--- src/rtl/rdd_pkg.sv ---
// Shared types and constants for the rotary dial digit decoder.
// No dependencies; every other file of the block depends on this package.
package rdd_pkg;

  localparam int unsigned ELAPSED_W = 8;
  localparam int unsigned COUNT_W   = 4;
  localparam int unsigned DIGIT_W   = 4;
  localparam int unsigned LEN_W     = 5;
  localparam int unsigned GUARD_W   = 8;

  localparam int unsigned APB_ADDR_W = 4;
  localparam int unsigned APB_DATA_W = 32;

  localparam logic [LEN_W-1:0] NUMBER_CAPACITY  = 5'd20;
  localparam logic [LEN_W-1:0] COMMAND_CAPACITY = 5'd22;

  localparam logic [ELAPSED_W-1:0] ELAPSED_MAX = 8'd255;
  localparam logic [COUNT_W-1:0]   COUNT_MAX   = 4'd15;
  localparam logic [COUNT_W-1:0]   TEN_PULSES  = 4'd10;

  localparam logic [GUARD_W-1:0] PULSE_GUARD_RST = 8'd20;
  localparam logic [GUARD_W-1:0] STOP_GUARD_RST  = 8'd40;
  localparam logic [GUARD_W-1:0] HOOK_GUARD_RST  = 8'd50;

  typedef enum logic [1:0] {
    REG_PULSE_GUARD = 2'd0,
    REG_STOP_GUARD  = 2'd1,
    REG_HOOK_GUARD  = 2'd2
  } reg_idx_e;

  typedef struct packed {
    logic [GUARD_W-1:0] pulse;
    logic [GUARD_W-1:0] stop;
    logic [GUARD_W-1:0] hook;
  } guard_cfg_t;

  typedef struct packed {
    logic tick;
    logic hook_level;
    logic pulse_level;
    logic stop_level;
  } line_item_t;

  typedef struct packed {
    logic               digit_stored;
    logic [DIGIT_W-1:0] digit_value;
    logic               to_command;
    logic [LEN_W-1:0]   digit_position;
    logic               hook_down;
    logic [LEN_W-1:0]   number_length;
    logic [LEN_W-1:0]   command_length;
  } result_t;

endpackage

--- src/rtl/rdd_if.sv ---
// Valid/ready channel interfaces for the line samples and the digit results.
// Depends on rdd_pkg for field widths.
interface rdd_in_if;
  logic valid;
  logic ready;
  logic tick;
  logic hook_level;
  logic pulse_level;
  logic stop_level;

  modport source (output valid, tick, hook_level, pulse_level, stop_level, input ready);
  modport sink   (input valid, tick, hook_level, pulse_level, stop_level, output ready);
endinterface

interface rdd_out_if;
  logic                       valid;
  logic                       ready;
  logic                       digit_stored;
  logic [rdd_pkg::DIGIT_W-1:0] digit_value;
  logic                       to_command;
  logic [rdd_pkg::LEN_W-1:0]  digit_position;
  logic                       hook_down;
  logic [rdd_pkg::LEN_W-1:0]  number_length;
  logic [rdd_pkg::LEN_W-1:0]  command_length;

  modport source (output valid, digit_stored, digit_value, to_command, digit_position,
                  hook_down, number_length, command_length, input ready);
  modport sink   (input valid, digit_stored, digit_value, to_command, digit_position,
                  hook_down, number_length, command_length, output ready);
endinterface

--- src/rtl/rdd_cfg.sv ---
// APB register file holding the three guard times.
// Depends on rdd_pkg.
module rdd_cfg (
  input  logic                            clk_i,
  input  logic                            rst_ni,
  input  logic                            psel,
  input  logic                            penable,
  input  logic                            pwrite,
  input  logic [rdd_pkg::APB_ADDR_W-1:0]  paddr,
  input  logic [rdd_pkg::APB_DATA_W-1:0]  pwdata,
  output logic [rdd_pkg::APB_DATA_W-1:0]  prdata,
  output logic                            pready,
  output rdd_pkg::guard_cfg_t             guard_o
);
  import rdd_pkg::*;

  guard_cfg_t guard_q;
  guard_cfg_t guard_d;
  reg_idx_e   idx;
  logic       wr_en;

  assign idx    = reg_idx_e'(paddr[APB_ADDR_W-1:2]);
  assign wr_en  = psel && penable && pwrite;
  assign pready = 1'b1;

  always_comb begin
    guard_d = guard_q;
    if (wr_en) begin
      case (idx)
        REG_PULSE_GUARD: guard_d.pulse = pwdata[GUARD_W-1:0];
        REG_STOP_GUARD:  guard_d.stop  = pwdata[GUARD_W-1:0];
        REG_HOOK_GUARD:  guard_d.hook  = pwdata[GUARD_W-1:0];
        default:         guard_d = guard_q;
      endcase
    end
  end

  always_comb begin
    case (idx)
      REG_PULSE_GUARD: prdata = {{(APB_DATA_W-GUARD_W){1'b0}}, guard_q.pulse};
      REG_STOP_GUARD:  prdata = {{(APB_DATA_W-GUARD_W){1'b0}}, guard_q.stop};
      REG_HOOK_GUARD:  prdata = {{(APB_DATA_W-GUARD_W){1'b0}}, guard_q.hook};
      default:         prdata = '0;
    endcase
  end

  always_ff @(posedge clk_i or negedge rst_ni) begin
    if (!rst_ni) begin
      guard_q.pulse <= PULSE_GUARD_RST;
      guard_q.stop  <= STOP_GUARD_RST;
      guard_q.hook  <= HOOK_GUARD_RST;
    end else begin
      guard_q <= guard_d;
    end
  end

  assign guard_o = guard_q;

endmodule

--- src/rtl/rdd_core.sv ---
// Line guard timers, edge qualification, pulse counting and list bookkeeping.
// Depends on rdd_pkg; computes one result per transferred line sample.
module rdd_core (
  input  logic                clk_i,
  input  logic                rst_ni,
  input  rdd_pkg::guard_cfg_t guard_i,
  input  logic                accept_i,
  input  rdd_pkg::line_item_t item_i,
  output rdd_pkg::result_t    result_o
);
  import rdd_pkg::*;

  logic [ELAPSED_W-1:0] hook_elapsed_q, hook_elapsed_d;
  logic [ELAPSED_W-1:0] pulse_elapsed_q, pulse_elapsed_d;
  logic [ELAPSED_W-1:0] stop_elapsed_q, stop_elapsed_d;
  logic                 prev_hook_q, prev_pulse_q, prev_stop_q;
  logic                 hook_state_q, hook_state_d;
  logic [COUNT_W-1:0]   pulse_count_q, pulse_count_d;
  logic [LEN_W-1:0]     num_len_q, num_len_d;
  logic [LEN_W-1:0]     cmd_len_q, cmd_len_d;

  logic [ELAPSED_W-1:0] hook_t, pulse_t, stop_t;
  logic                 hook_acc, pulse_acc, stop_acc;
  logic [COUNT_W-1:0]   cnt_mid;
  logic [LEN_W-1:0]     num_mid, cmd_mid;
  logic [DIGIT_W-1:0]   digit;

  function automatic logic [ELAPSED_W-1:0] advance(input logic [ELAPSED_W-1:0] t);
    return (t < ELAPSED_MAX) ? t + 1'b1 : ELAPSED_MAX;
  endfunction

  always_comb begin
    hook_t  = item_i.tick ? advance(hook_elapsed_q)  : hook_elapsed_q;
    pulse_t = item_i.tick ? advance(pulse_elapsed_q) : pulse_elapsed_q;
    stop_t  = item_i.tick ? advance(stop_elapsed_q)  : stop_elapsed_q;

    hook_acc  = (item_i.hook_level != prev_hook_q) && (hook_t >= guard_i.hook);
    pulse_acc = (item_i.pulse_level != prev_pulse_q) && (pulse_t > guard_i.pulse);
    stop_acc  = (item_i.stop_level != prev_stop_q) && (stop_t > guard_i.stop);

    hook_state_d    = hook_acc ? item_i.hook_level : hook_state_q;
    num_mid         = (hook_acc && item_i.hook_level) ? '0 : num_len_q;
    cmd_mid         = (hook_acc && !item_i.hook_level) ? '0 : cmd_len_q;
    hook_elapsed_d  = hook_acc ? '0 : hook_t;

    cnt_mid         = (pulse_acc && item_i.pulse_level && (pulse_count_q < COUNT_MAX))
                      ? pulse_count_q + 1'b1 : pulse_count_q;
    pulse_elapsed_d = pulse_acc ? '0 : pulse_t;

    stop_elapsed_d  = stop_acc ? '0 : stop_t;
    digit           = (cnt_mid == TEN_PULSES) ? '0 : cnt_mid;

    pulse_count_d = cnt_mid;
    num_len_d     = num_mid;
    cmd_len_d     = cmd_mid;
    result_o      = '0;
    if (stop_acc && item_i.stop_level && (cnt_mid != '0)) begin
      pulse_count_d = '0;
      if (hook_state_d) begin
        if (cmd_mid < COMMAND_CAPACITY) begin
          result_o.digit_stored   = 1'b1;
          result_o.digit_value    = digit;
          result_o.to_command     = 1'b1;
          result_o.digit_position = cmd_mid;
          cmd_len_d               = cmd_mid + 1'b1;
        end
      end else begin
        if (num_mid < NUMBER_CAPACITY) begin
          result_o.digit_stored   = 1'b1;
          result_o.digit_value    = digit;
          result_o.digit_position = num_mid;
          num_len_d               = num_mid + 1'b1;
        end
      end
    end
    result_o.hook_down      = hook_state_d;
    result_o.number_length  = num_len_d;
    result_o.command_length = cmd_len_d;
  end

  always_ff @(posedge clk_i or negedge rst_ni) begin
    if (!rst_ni) begin
      hook_elapsed_q  <= '0;
      pulse_elapsed_q <= '0;
      stop_elapsed_q  <= '0;
      prev_hook_q     <= 1'b1;
      prev_pulse_q    <= 1'b1;
      prev_stop_q     <= 1'b1;
      hook_state_q    <= 1'b1;
      pulse_count_q   <= '0;
      num_len_q       <= '0;
      cmd_len_q       <= '0;
    end else if (accept_i) begin
      hook_elapsed_q  <= hook_elapsed_d;
      pulse_elapsed_q <= pulse_elapsed_d;
      stop_elapsed_q  <= stop_elapsed_d;
      prev_hook_q     <= item_i.hook_level;
      prev_pulse_q    <= item_i.pulse_level;
      prev_stop_q     <= item_i.stop_level;
      hook_state_q    <= hook_state_d;
      pulse_count_q   <= pulse_count_d;
      num_len_q       <= num_len_d;
      cmd_len_q       <= cmd_len_d;
    end
  end

`ifndef SYNTH
  a_num_len_cap: assert property (@(posedge clk_i) disable iff (!rst_ni)
    num_len_q <= NUMBER_CAPACITY)
    else $error("number list length beyond capacity");

  a_cmd_len_cap: assert property (@(posedge clk_i) disable iff (!rst_ni)
    cmd_len_q <= COMMAND_CAPACITY)
    else $error("command list length beyond capacity");

  a_digit_clears_count: assert property (@(posedge clk_i) disable iff (!rst_ni)
    accept_i && result_o.digit_stored |=> pulse_count_q == '0)
    else $error("pulse count not cleared after stored digit");

  a_hook_change_clears: assert property (@(posedge clk_i) disable iff (!rst_ni)
    accept_i && (hook_state_d != hook_state_q) |=> hook_elapsed_q == '0)
    else $error("hook timer not cleared on accepted hook change");
`endif

endmodule

--- src/rtl/rotary_dial_digit_decoder.sv ---
// Top level of the rotary dial digit decoder: APB guard registers, decode core
// and a registered result stage. Depends on rdd_pkg, rdd_if, rdd_cfg, rdd_core.
//
// A line sample is taken per clock while ready; each yields exactly one result,
// presented in the cycle after its transfer from the output register. A new
// sample is taken in every cycle while the output register is empty or being
// read in that same cycle, so the block sustains one item per clock; input
// ready drops only while a held result waits on output ready. Guard registers
// reset to 20, 40 and 50 ms and may be rewritten over APB while idle.
module rotary_dial_digit_decoder (
  input  logic                            clk_i,
  input  logic                            rst_ni,
  rdd_in_if.sink                          in_i,
  rdd_out_if.source                       out_o,
  input  logic                            psel,
  input  logic                            penable,
  input  logic                            pwrite,
  input  logic [rdd_pkg::APB_ADDR_W-1:0]  paddr,
  input  logic [rdd_pkg::APB_DATA_W-1:0]  pwdata,
  output logic [rdd_pkg::APB_DATA_W-1:0]  prdata,
  output logic                            pready
);
  import rdd_pkg::*;

  guard_cfg_t guard;
  line_item_t item;
  result_t    result;
  result_t    res_q;
  logic       valid_q, valid_d;
  logic       accept;

  assign in_i.ready = !valid_q || out_o.ready;
  assign accept     = in_i.valid && in_i.ready;
  assign item       = '{tick:        in_i.tick,
                        hook_level:  in_i.hook_level,
                        pulse_level: in_i.pulse_level,
                        stop_level:  in_i.stop_level};

  rdd_cfg u_cfg (
    .clk_i   (clk_i),
    .rst_ni  (rst_ni),
    .psel    (psel),
    .penable (penable),
    .pwrite  (pwrite),
    .paddr   (paddr),
    .pwdata  (pwdata),
    .prdata  (prdata),
    .pready  (pready),
    .guard_o (guard)
  );

  rdd_core u_core (
    .clk_i    (clk_i),
    .rst_ni   (rst_ni),
    .guard_i  (guard),
    .accept_i (accept),
    .item_i   (item),
    .result_o (result)
  );

  assign valid_d = accept || (valid_q && !out_o.ready);

  always_ff @(posedge clk_i or negedge rst_ni) begin
    if (!rst_ni) begin
      valid_q <= 1'b0;
    end else begin
      valid_q <= valid_d;
    end
  end

  always_ff @(posedge clk_i) begin
    if (accept) begin
      res_q <= result;
    end
  end

  assign out_o.valid          = valid_q;
  assign out_o.digit_stored   = res_q.digit_stored;
  assign out_o.digit_value    = res_q.digit_value;
  assign out_o.to_command     = res_q.to_command;
  assign out_o.digit_position = res_q.digit_position;
  assign out_o.hook_down      = res_q.hook_down;
  assign out_o.number_length  = res_q.number_length;
  assign out_o.command_length = res_q.command_length;

endmodule
--- src/flat_wrapper.sv ---
// flat-port wrapper written by rule: the top's interface ports become plain ports
module rotary_dial_digit_decoder_flat import rdd_pkg::*;
  (clk_i, rst_ni, psel, penable, pwrite, paddr, pwdata, prdata, pready, in_i_valid, in_i_tick, in_i_hook_level, in_i_pulse_level, in_i_stop_level, in_i_ready, out_o_valid, out_o_digit_stored, out_o_digit_value, out_o_to_command, out_o_digit_position, out_o_hook_down, out_o_number_length, out_o_command_length, out_o_ready);
  rdd_in_if in_i_i ();
  rdd_out_if out_o_i ();
  input  logic clk_i;
  input  logic rst_ni;
  input  logic psel;
  input  logic penable;
  input  logic pwrite;
  input  logic [rdd_pkg::APB_ADDR_W-1:0] paddr;
  input  logic [rdd_pkg::APB_DATA_W-1:0] pwdata;
  output logic [rdd_pkg::APB_DATA_W-1:0] prdata;
  output logic pready;
  input wire logic [$bits(in_i_i.valid)-1:0] in_i_valid;
  input wire logic [$bits(in_i_i.tick)-1:0] in_i_tick;
  input wire logic [$bits(in_i_i.hook_level)-1:0] in_i_hook_level;
  input wire logic [$bits(in_i_i.pulse_level)-1:0] in_i_pulse_level;
  input wire logic [$bits(in_i_i.stop_level)-1:0] in_i_stop_level;
  output wire logic [$bits(in_i_i.ready)-1:0] in_i_ready;
  output wire logic [$bits(out_o_i.valid)-1:0] out_o_valid;
  output wire logic [$bits(out_o_i.digit_stored)-1:0] out_o_digit_stored;
  output wire logic [$bits(out_o_i.digit_value)-1:0] out_o_digit_value;
  output wire logic [$bits(out_o_i.to_command)-1:0] out_o_to_command;
  output wire logic [$bits(out_o_i.digit_position)-1:0] out_o_digit_position;
  output wire logic [$bits(out_o_i.hook_down)-1:0] out_o_hook_down;
  output wire logic [$bits(out_o_i.number_length)-1:0] out_o_number_length;
  output wire logic [$bits(out_o_i.command_length)-1:0] out_o_command_length;
  input wire logic [$bits(out_o_i.ready)-1:0] out_o_ready;
  assign in_i_i.valid = in_i_valid;
  assign in_i_i.tick = in_i_tick;
  assign in_i_i.hook_level = in_i_hook_level;
  assign in_i_i.pulse_level = in_i_pulse_level;
  assign in_i_i.stop_level = in_i_stop_level;
  assign in_i_ready = in_i_i.ready;
  assign out_o_valid = out_o_i.valid;
  assign out_o_digit_stored = out_o_i.digit_stored;
  assign out_o_digit_value = out_o_i.digit_value;
  assign out_o_to_command = out_o_i.to_command;
  assign out_o_digit_position = out_o_i.digit_position;
  assign out_o_hook_down = out_o_i.hook_down;
  assign out_o_number_length = out_o_i.number_length;
  assign out_o_command_length = out_o_i.command_length;
  assign out_o_i.ready = out_o_ready;
  rotary_dial_digit_decoder u_core (.clk_i(clk_i), .rst_ni(rst_ni), .in_i(in_i_i), .out_o(out_o_i), .psel(psel), .penable(penable), .pwrite(pwrite), .paddr(paddr), .pwdata(pwdata), .prdata(prdata), .pready(pready));
endmodule
--- config.mk ---
export PLATFORM = sky130hd
export DESIGN_NAME = rotary_dial_digit_decoder_flat
export DESIGN_NICKNAME = d
export VERILOG_FILES = /design/src/rtl/rdd_pkg.sv /design/src/rtl/rdd_if.sv /design/src/rtl/rdd_cfg.sv /design/src/rtl/rdd_core.sv /design/src/rtl/rotary_dial_digit_decoder.sv /design/src/flat_wrapper.sv
export SDC_FILE = /design/constraint.sdc
export NUM_CORES = 1
export LEC_CHECK = 0
export ABC_AREA = 1
export BUFFER_PORTS_ARGS = -buffer_cell sky130_fd_sc_hd__buf_2
export CAP_MARGIN = 20
export CORE_MARGIN = 5
export CORE_UTILIZATION = 56
export DETAILED_ROUTE_END_ITERATION = 7
export HOLD_SLACK_MARGIN = 0.02
export PLACE_DENSITY = 0.86
export SETUP_SLACK_MARGIN = 0.15
export SYNTH_ARGS = -nofsm -noshare
export SYNTH_HDL_FRONTEND = slang
export SYNTH_SLANG_ARGS = --single-unit
--- constraint.sdc ---
create_clock -name clk_i -period 3.7 [get_ports clk_i]
set_clock_uncertainty 0.1 [all_clocks]
set_input_delay 0.37 -clock clk_i [delete_from_list [all_inputs] [get_ports clk_i]]
set_output_delay 0.37 -clock clk_i [all_outputs]
set_load 0.01 [all_outputs]
==> results.md <==
* CTS clock-pin slew for the worst setup and hold paths at 90 ps
* Initial core utilization at 0.574
* Cells after DPL at 911
* Routed vias/inst at 5.11
* Layout cells sized above 1 at 0.236
* CTS tree: done
* Die W at 110 µm
* Num rows at 36
* Maximum vdd drop at 0.278 mV
* Yosys cell types at 40
* Clock power share at 0.160
* Max-slew headroom at 0.492
* Combinational group share of total power at 0.502
* Status: finished, final reports clean
* Post-route insts no fill at 951
* Worst Reg2Reg Path Length in Cells at 22
* Hpwl dp at 8710 µm
* Clk_lat worst skew at 360 ps
* Setup crit end kind: flip-flop
* Global-route wire length before repair at 19,100 µm
* Most common cell in the synthesized netlist: nand2_1
* Syn Inst Count at 729
* Worst EP arrival at 3590 ps
* Synth area leaders: dfrtp_1 25%, nand2_1 13%, edfxtp_1 12%
* Routed via count at 4,862
* Clk buf depth at 2
* DR pass1 iterations at 5
* Seq pwr share at 0.338
* Pre-CTS setup slack at 72.4 ps
* CP Launch Type: flip-flop
* Seq/Total Area, Yosys at 0.419
* Setup ws final at 139 ps
* IO Pins at 104
* GRT Residual Overflow at 0
* Critical path cell sequence: ha_2 > nand2_2 > inv_2 > nand3_2 > nor2_2 > inv_2 > nor2_4 > inv_2 > o211ai_1 > ha_1 > nand2_2 > nor2_4 > a21oi_4 > nand4_1 > nand2_4 > nand2_4 > nor2_4 > nor2_8 > buf_6 > nand2_1 > nand2_2 > and2_4
* WL per Instance at 13.1 µm
* Crit Path Max Fanout at 8
* Ys async rst share at 0.753
* CTS Buf Count at 9
* Psw at 1860 µW
* GPL Wtd Cong at 0.849
* Unrepaired setup endpoints after global routing: true
* Die Ht at 110 µm
* Hold path depth at 3
* H-Tree Depth at 3
* WL final at 12,500 µm
* Leak at 0.00344 µW
* Setup TNS at 0 ps
* Area Growth Syn to Fin at 16.6%
* Remaining DRCs at 0
* Diode count at 0
* Post-synth EDFFs at 22
* Int Pwr at 2430 µW
* Synth Warn # at 0
* Largest net degree at the start of global routing at 36
* Tmin final at 3560 ps
* Vias in the first global route at 4,433
* Share of the synthesized area in the top cell type at 0.250
* FF-to-FF setup slack at 140 ps
* Post-synth top flop: dfrtp_1
* F_max at 0.281 GHz
* CP max-delay cell: dfrtp_1
* Crit Path Class: reg2reg
* Pwr dens at 657 mW/mm²
* Worst r2r src: u_core.u_core.pulse_elapsed_q[0]$_DFFE_PN0P_
* Fin. Hold Viols at 0
* Port buffer count at 52
* Slew @ Worst Pin at 762 ps
* Switching Fraction at 0.433
* Clk root buf: clkbuf_8
* Mapped Area at 0.00561 mm²
* Slew Limit Fails at 0
* Syn Area/Cell at 7.69 µm²
* Post-synth top area cell: dfrtp_1
* Worst EP required at 3730 ps
* Worst Hold Class: in2reg
* Initial antenna violation count at 0
* Worst hold start: in_i_valid
* Initial drt markers at 305
* Reg2Reg Capture Point: u_core.out_o.number_length[2]$_DFFE_PP_
* Gr usage total at 0.197
* Antenna-violating nets left at 0
* Final Cycle Share at 0.962
* Max stage delay on crit path at 380 ps
* # clock sinks at 89
* Core box area at 0.00977 mm²
* Hold EP: u_core.out_o.valid$_DFF_PN0_
* Die footprint at 0.0121 mm²
* Final #Nets at 891
* FF+latch count, synth at 89
* Setup violations, final at 0
* Top cells by count, synth: 197 x nand2_1, 126 x inv_1, 56 x dfrtp_1
* Max cap viols at 0
[kinds of logic (layout without fill, tap and decap cells)]
kind of cell | after synthesis | in the layout | share of synthesized area
xor+xnor | 10 | 10 | 0.0156
flops | 89 | 89 | 0.419
other cells | 2 | 25 | 0.00134
fa+ha+maj | 31 | 31 | 0.0692
buf+inv | 166 | 232 | 0.131
simple gates | 332 | 332 | 0.262
compound gates | 99 | 99 | 0.102
[worst max-delay path by stage]
stage,start,end,slack (ps),cells past startpoint
final,u_core.u_core.pulse_elapsed_q[0]$_DFFE_PN0P_,u_core.out_o.number_length[2]$_DFFE_PP_,140,22
after global routing,u_core.u_core.pulse_elapsed_q[0]$_DFFE_PN0P_,u_core.out_o.number_length[2]$_DFFE_PP_,-80,22
after CTS,u_core.u_core.hook_elapsed_q[0]$_DFFE_PN0P_,u_core.out_o.command_length[4]$_DFFE_PP_,150,21
after detailed placement,in_i_tick,u_core.out_o.digit_value[3]$_SDFFCE_PP0P_,70,23
after global placement,in_i_tick,u_core.out_o.number_length[2]$_DFFE_PP_,160,21
after floorplan,in_i_tick,u_core.out_o.command_length[4]$_DFFE_PP_,220,23
[registers in the layout, indices dropped and copies added, names as in the netlist]
| name | cells |
|---|---|
| u_core.out_o.valid | 1 |
| u_core.out_o.number_length | 5 |
| u_core.u_core.cmd_len_q | 5 |
| u_core.out_o.digit_position | 5 |
| u_core.u_core.prev_pulse_q | 1 |
| u_core.u_core.prev_hook_q | 1 |
| u_core.u_core.pulse_elapsed_q | 8 |
| u_core.out_o.command_length | 5 |
| u_core.u_core.pulse_count_q | 4 |
| u_core.u_core.num_len_q | 5 |
| u_core.u_core.prev_stop_q | 1 |
| u_core.out_o.digit_stored | 1 |
| u_core.u_core.hook_state_q | 1 |
| u_core.out_o.hook_down | 1 |
| u_core.out_o.digit_value | 4 |
| u_core.out_o.to_command | 1 |
| u_core.u_core.stop_elapsed_q | 8 |
| u_core.u_cfg.guard_o | 24 |
| u_core.u_core.hook_elapsed_q | 8 |
[what timing repair did]
item                                    4_1_cts  5_1_grt
hold buffers                                  1        0
hold endpoints to repair                     26        0
gates resized for setup                       3       61
pin swaps                                     0       26
setup buffers                                 1       22
endpoints found under the setup margin       13       32
[critical path: cells and delay by family, from the launching register on]
| kind | cells | cell delay [ps] |
|---|---|---|
| compound gates | 2 | 400 |
| fa+ha+maj | 2 | 480 |
| buf+inv | 4 | 370 |
| flops | 1 | 380 |
| simple gates | 14 | 1580 |
[power by group through the flow]
| stage | sequential, µW | clock (µW) | combinational, µW |
|---|---|---|---|
| 2_1_floorplan | 1440 | 0 | 1370 |
| 6_report | 1450 | 688 | 2160 |
| 3_5_place_dp | 1460 | 0 | 1770 |
| 4_1_cts | 1440 | 695 | 1800 |
| 3_3_place_gp | 1450 | 0 | 1720 |
| 5_1_grt | 1480 | 735 | 2410 |
[routing by layer]
metal / track usage / part of all wire / vias up
li1: - / - / 2450
met1: 0.248 / 0.42 / 2234
met2: 0.352 / 0.50 / 154
met3: 0.0262 / 0.058 / 24
met4: 0.0614 / 0.017 / 0
met5: 0 / 0 / -
[through the flow]
stage	power [µW]	instance area (µm²)	util	hold WS (ps)
5_1_grt	4630	6540	0.669	115
2_1_floorplan	2810	5690	-	-25.6
3_5_place_dp	3230	5960	0.609	373
6_report	4290	6540	0.669	113
4_1_cts	3930	6180	0.633	108
3_3_place_gp	3170	5960	0.609	361
[layout by cell type (no fill, tap or decap), types with 4 or more instances in the layout]
master	netlist	routed
a21oi_1	15	15
buf_2	2	52
buf_4	25	32
clkbuf_8	0	9
clkinv_4	0	4
conb_1	2	25
dfrtp_1	56	56
dfstp_2	11	11
edfxtp_1	22	22
ha_1	31	29
inv_1	126	121
inv_2	2	7
nand2_1	197	179
nand2_2	16	27
nand2_4	1	8
nand3_1	35	33
nand3_2	3	5
nand4_1	13	13
nor2_1	46	36
nor2_2	2	7
nor2_4	1	6
o21ai_0	52	50
o221ai_1	7	7
o22ai_1	17	17
xor2_1	7	7
[cell type report]
cell class / count / area [µm²]
Fill cell: 803 / 3240
Multi-Input combinational cell: 497 / 2790
Sequential cell: 89 / 2350
Timing Repair Buffer: 88 / 544
Inverter: 128 / 480
Tap cell: 133 / 166
Clock buffer: 9 / 124
Clock inverter: 7 / 78.8
No activity file was read; power rests on OpenSTA's default activity.
